`src/rtl/core/assert_macros.svh`:
```
// Assertion macros shared by the RTL of the LU matrix inverse core.
// Define ASSERT_OFF to compile the checks out.
`ifndef ASSERT_MACROS_SVH
`define ASSERT_MACROS_SVH
`ifndef ASSERT_OFF
// Check a property at every rising clock edge outside reset.
`define ASSERT_AT(lbl, clk_i, rstn_i, prop) \
	lbl: assert property (@(posedge clk_i) disable iff (!rstn_i) prop) \
		else $error("assertion failed");
// Check that a condition never holds outside reset.
`define ASSERT_NEVER(lbl, clk_i, rstn_i, cond) \
	lbl: assert property (@(posedge clk_i) disable iff (!rstn_i) !(cond)) \
		else $error("forbidden condition seen");
`else
`define ASSERT_AT(lbl, clk_i, rstn_i, prop)
`define ASSERT_NEVER(lbl, clk_i, rstn_i, cond)
`endif
`endif

```
`src/rtl/core/lumi_pkg.sv`:
```
// Shared types for the LU matrix inverse core.
// Used by the divider and the top level; depends on nothing.
`default_nettype none
package lumi_pkg;
	localparam int unsigned DATA_W  = 32;
	localparam int unsigned ORDER_W = 4;

	typedef logic signed [DATA_W-1:0] q_t;

	typedef struct packed {
		logic start;
		q_t   num;
		q_t   den;
	} div_req_t;

	typedef struct packed {
		logic busy;
		logic done;
		q_t   quot;
		logic clip;
		logic zero;
	} div_rsp_t;
endpackage
`default_nettype wire

```
`src/rtl/core/lumi_div.sv`:
```
// Bit-serial signed fixed-point divider: round to nearest, ties away from zero,
// saturating to 32 bits. Depends on lumi_pkg.
`default_nettype none
module lumi_div import lumi_pkg::*; #(
	parameter int unsigned FRAC_BITS = 16
) (
	input  logic     clk,
	input  logic     arst_n,
	input  div_req_t req,
	output div_rsp_t rsp
);
	localparam int unsigned NW    = DATA_W + FRAC_BITS;
	localparam int unsigned CNT_W = $clog2(NW + 1);
	localparam logic [1:0] D_IDLE = 2'd0;
	localparam logic [1:0] D_RUN  = 2'd1;
	localparam logic [1:0] D_FIN  = 2'd2;

	logic [1:0]        st_q;
	logic [CNT_W-1:0]  cnt_q;
	logic [NW-1:0]     quo_q;
	logic [DATA_W-1:0] rem_q;
	logic [DATA_W-1:0] nd_q;
	logic              neg_q;
	logic              zero_q;
	logic              done_q;
	logic              clip_q;
	q_t                quot_q;

	logic [DATA_W-1:0] na;
	logic [DATA_W-1:0] nd;
	logic [DATA_W:0]   trial;
	logic [DATA_W:0]   diff;
	logic              ge;
	logic              over;
	logic [DATA_W-1:0] val;

	assign na    = req.num[DATA_W-1] ? (~req.num + 1'b1) : req.num;
	assign nd    = req.den[DATA_W-1] ? (~req.den + 1'b1) : req.den;
	assign trial = {rem_q, quo_q[NW-1]};
	assign diff  = trial - {1'b0, nd_q};
	assign ge    = trial >= {1'b0, nd_q};
	assign over  = neg_q ? (quo_q > {{(NW-DATA_W){1'b0}}, 32'h8000_0000})
	                     : (quo_q > {{(NW-DATA_W){1'b0}}, 32'h7FFF_FFFF});
	assign val   = neg_q ? (~quo_q[DATA_W-1:0] + 1'b1) : quo_q[DATA_W-1:0];

	always_ff @(posedge clk or negedge arst_n) begin
		if (!arst_n) begin
			st_q   <= D_IDLE;
			done_q <= 1'b0;
			cnt_q  <= '0;
		end else begin
			done_q <= 1'b0;
			case (st_q)
				D_IDLE: begin
					if (req.start) begin
						quo_q  <= {na, {FRAC_BITS{1'b0}}} + {{(NW-DATA_W+1){1'b0}}, nd[DATA_W-1:1]};
						rem_q  <= '0;
						nd_q   <= nd;
						neg_q  <= req.num[DATA_W-1] ^ req.den[DATA_W-1];
						zero_q <= (req.den == '0);
						cnt_q  <= CNT_W'(NW);
						st_q   <= D_RUN;
					end
				end
				D_RUN: begin
					rem_q <= ge ? diff[DATA_W-1:0] : trial[DATA_W-1:0];
					quo_q <= {quo_q[NW-2:0], ge};
					cnt_q <= cnt_q - 1'b1;
					if (cnt_q == CNT_W'(1)) begin
						st_q <= D_FIN;
					end
				end
				D_FIN: begin
					done_q <= 1'b1;
					clip_q <= over && !zero_q;
					if (zero_q) begin
						quot_q <= '0;
					end else if (over) begin
						quot_q <= neg_q ? 32'sh8000_0000 : 32'sh7FFF_FFFF;
					end else begin
						quot_q <= val;
					end
					st_q <= D_IDLE;
				end
				default: st_q <= D_IDLE;
			endcase
		end
	end

	assign rsp.busy = (st_q != D_IDLE);
	assign rsp.done = done_q;
	assign rsp.quot = quot_q;
	assign rsp.clip = clip_q;
	assign rsp.zero = zero_q;
endmodule
`default_nettype wire

```
`config.mk`:
```
export PLATFORM = sky130hd
export DESIGN_NAME = lumi_div
export DESIGN_NICKNAME = d
export VERILOG_FILES = /design/src/rtl/core/assert_macros.svh /design/src/rtl/core/lumi_pkg.sv /design/src/rtl/core/lumi_div.sv
export SDC_FILE = /design/constraint.sdc
export NUM_CORES = 1
export LEC_CHECK = 0
export BUFFER_PORTS_ARGS = -buffer_cell sky130_fd_sc_hd__buf_2
export CORE_MARGIN = 2
export CORE_UTILIZATION = 50
export CTS_CLUSTER_SIZE = 20
export DETAILED_ROUTE_END_ITERATION = 10
export HOLD_SLACK_MARGIN = 0.03
export PLACE_DENSITY_LB_ADDON = 0.12
export SLEW_MARGIN = 20
export SYNTH_ARGS = -nofsm -noshare
export SYNTH_HDL_FRONTEND = slang
export SYNTH_SLANG_ARGS = --single-unit
```
`constraint.sdc`:
```
create_clock -name clk -period 7.35 [get_ports clk]
set_input_delay 0.3675 -clock clk [delete_from_list [all_inputs] [get_ports clk]]
set_output_delay 0.3675 -clock clk [all_outputs]
set_load 0.005 [all_outputs]
```
==> impl_metrics.env <==
export IMPL_numCtsBuffers=17
export IMPL_synth_compound_area_share_pct=17.4
export IMPL_die_x_um=154
export IMPL_synthDistinctLibCells=74
export IMPL_max_slew_margin_pct=39.7
export IMPL_gp_congestion=0.867
export IMPL_h_tree_depth=4
export IMPL_fin_crit_ns=4.83
export IMPL_power_w=0.00415
export IMPL_drt_wl_total_mm=27.4
export IMPL_final_util_pct=57.3
export IMPL_clock_sinks=156
export IMPL_synth_net_count=1314
export IMPL_clk_pin_slew_ns=0.06
export IMPL_avgSynthCellArea_um2=9.42
export IMPL_fin_skew_ns=0.0105
export IMPL_setup_viol=0
export IMPL_critical_path_class="primary input to flip-flop"
export IMPL_initial_core_util_pct=51.2
export IMPL_slowest_stage="a2111oi_0"
export IMPL_cp_slowest_stage_delay_ns=0.61
export IMPL_top_level_ports=103
export IMPL_cellPowerDensity_nw_per_um2=330
export IMPL_via_per_inst=5.84
export IMPL_synth_area_mux_share_pct=2.40
export IMPL_grt_max_degree=81
export IMPL_synthAdderAreaFrac_pct=6.22
export IMPL_status="completed"
export IMPL_vdd_ir_drop_max_mv=0.187
export IMPL_yosysSeqAreaShare_pct=41.3
export IMPL_setup_tns_ns=0
export IMPL_num_vias=9124
export IMPL_synth_edff_count=147
export IMPL_io_buffers=102
export IMPL_grt_antenna_before_repair=0
export IMPL_ys_ff_latch=156
export IMPL_diodes=0
export IMPL_worst_pin_slew_ns=0.904
export IMPL_async_reset_ff_share_pct=5.77
export IMPL_postCtsSetupRepairBufs=0
export IMPL_max_freq_mhz=207
export IMPL_syn_inst=1194
export IMPL_wl_per_cell_um=17.6
export IMPL_worstPathRequired_ns=7.49
export IMPL_first_pass_iters=5
export IMPL_core_area_um2=22000
export IMPL_synthFlopType="edfxtp_1"
export IMPL_final_max_slew_viol_count=0
export IMPL_synth_simple_gate_area_share_pct=18.5
export IMPL_crit_chain="buf_2 -> nor4_1 -> nand4_1 -> or3_1 -> o31ai_1 -> xnor2_1 -> ha_1 -> o21ai_0 -> a31o_2 -> a21oi_1 -> maj3_2 -> a311o_1 -> a2111oi_0 -> or4_1 -> a31oi_1"
export IMPL_path_max_fanout=9
export IMPL_nets=1389
export IMPL_die_area_um2=23700
export IMPL_fp_dieH_um=154
export IMPL_postRouteAntennaNets=0
export IMPL_synthXorXnorAreaFrac_pct=9.88
export IMPL_gr_total_overflow=0
export IMPL_track_usage_pct=23.5
export IMPL_cts_tree="built"
export IMPL_regArea_um2=4640
export IMPL_maxCapViolCount=0
export IMPL_cts_buffer_depth=2
export IMPL_cp_arrival_ns=4.98
export IMPL_grt_pass1_vias=8467
export IMPL_leakagePower_nw=4.86
export IMPL_hp_class="primary input to flip-flop"
export IMPL_finalHoldViolCount=0
export IMPL_synth_top_family_by_area="simple AND/OR/NAND/NOR gates"
export IMPL_critPathLaunchType="primary input"
export IMPL_ctsResizeCount=0
export IMPL_cts_root_buffer="clkbuf_16"
export IMPL_drive_gt1_share_pct=14.0
export IMPL_hold_slack_ns=0.253
export IMPL_syn_to_final_growth_pct=11.9
export IMPL_grt_first_pass_wirelength_mm=44.5
export IMPL_nFillCells=1943
export IMPL_synth_area_um2=11200
export IMPL_drc_errors=0
export IMPL_crit_buf_inv=1
export IMPL_end_kind="flip-flop"
export IMPL_multi_input_area_um2=6160
export IMPL_clk_latency_ns=0.43
export IMPL_cpLargestDelayFamily="compound AO/OA/AOI/OAI gates"
export IMPL_rsz0062_at_grt="false"
export IMPL_period_share_pct=65.8
export IMPL_dp_hpwl_mm=20.1
export IMPL_drtIter0Drc=687
export IMPL_yosys_warnings=0
export IMPL_fp_row_count=54
-- report_power, final --
part	switching, W	leakage, nW	internal, W
Sequential	0.000185	1.50	0.00132
Combinational	0.00101	3.08	0.000741
Clock	0.000366	0.288	0.000533
Total	0.00156	4.86	0.00259
-- worst reg2reg max path: stages (launching register included) --
cell and delay, ns:
edfxtp_1 0.48, or4_1 0.57, or3_1 0.39, or4_1 0.45, or3_1 0.36, or4_1 0.53, o21a_1 0.22, nor2_2 0.50
nand2_1 0.13, a221oi_1 0.47
-- state kept, by name, indices dropped and copies added, names as in the netlist --
| name | flops |
|---|---|
| quot_q | 32 |
| done_q | 1 |
| st_q | 2 |
| zero_q | 1 |
| clip_q | 1 |
| rem_q | 32 |
| cnt_q | 6 |
| nd_q | 32 |
| quo_q | 48 |
| neg_q | 1 |
-- routing by layer --
layer	vias up	global-route usage [%]	wire length, um
li1	4551	-	-
met1	4266	36.3	14100
met2	282	34.8	11600
met3	25	3.44	1360
met4	0	5.21	336
met5	-	0	0
-- metrics by stage --
step           setup WS (ns)  cell area [um2]  cells
2_1_floorplan           2.80            11200   1194
3_3_place_gp            2.40            12000   1529
3_5_place_dp            2.17            12000   1529
4_1_cts                 2.60            12600   1562
5_1_grt                 2.23            12600   1562
6_report                2.52            12600   1562
-- logic make-up after synthesis --
family	count (synthesis)
and+or+nand+nor	404
muxes	26
AOI/OAI and AO/OA	306
adders and majority gates	55
DFF	156
buffers and inverters	121
xor gates and xnor gates	126
-- synthesized netlist by cell type (10+ instances only) --
cell	number	area (um2)
nand4_1	11	68.8
nand2_1	113	424
or2_2	10	62.6
a21oi_1	96	480
nand3_1	16	80.1
nor3_1	26	130
mux2i_1	18	180
or4_1	16	120
nand2b_1	21	131
nor4_1	17	106
a21o_1	17	128
o21a_1	14	105
xor2_1	29	254
o41ai_1	19	166
clkbuf_1	42	158
edfxtp_1	147	4410
inv_1	64	240
xnor2_1	96	841
o31ai_1	28	210
o21ai_0	65	325
ha_1	51	638
nor2_1	98	368
or3_1	21	131
-- area by class of cell --
class	instances	share of cell area, %
timing repair buffer	112	4.70
clock buffer	17	3.38
clock inverter	15	1.35
multi-input combinational	917	49.0
sequential	156	36.9
tap	280	2.78
inverter	65	1.94
-- cells in the final DEF (no fill, tap or decap), types with 26 or more instances in the layout --
cell and instances:
o31ai_1 28, nand2_1 113, xnor2_1 96, inv_1 64
buf_2 102, nor2_1 96, xor2_1 29, a21oi_1 96
ha_1 51, nor3_1 26, edfxtp_1 147, o21ai_0 64
-- worst paths after layout --
path,startpoint,endpoint,slack [ns],cells past startpoint
worst min-delay path,req[0],nd_q[0],0.25,1
min in group asynchronous,arst_n,cnt_q[4],0.35,2
max in group asynchronous,arst_n,cnt_q[3],6.79,2
worst max-delay path,req[3],quo_q[32],2.52,15
worst min register to register,cnt_q[3],cnt_q[3],0.56,1
worst max register to register,quo_q[15],quot_q[1],2.99,9
-- what timing repair did --
action	4_1_cts	5_1_grt
hold buffers	1	0
setup endpoints to repair	0	0
hold endpoints to repair	9	0
No activity file was read; power rests on OpenSTA's default activity.
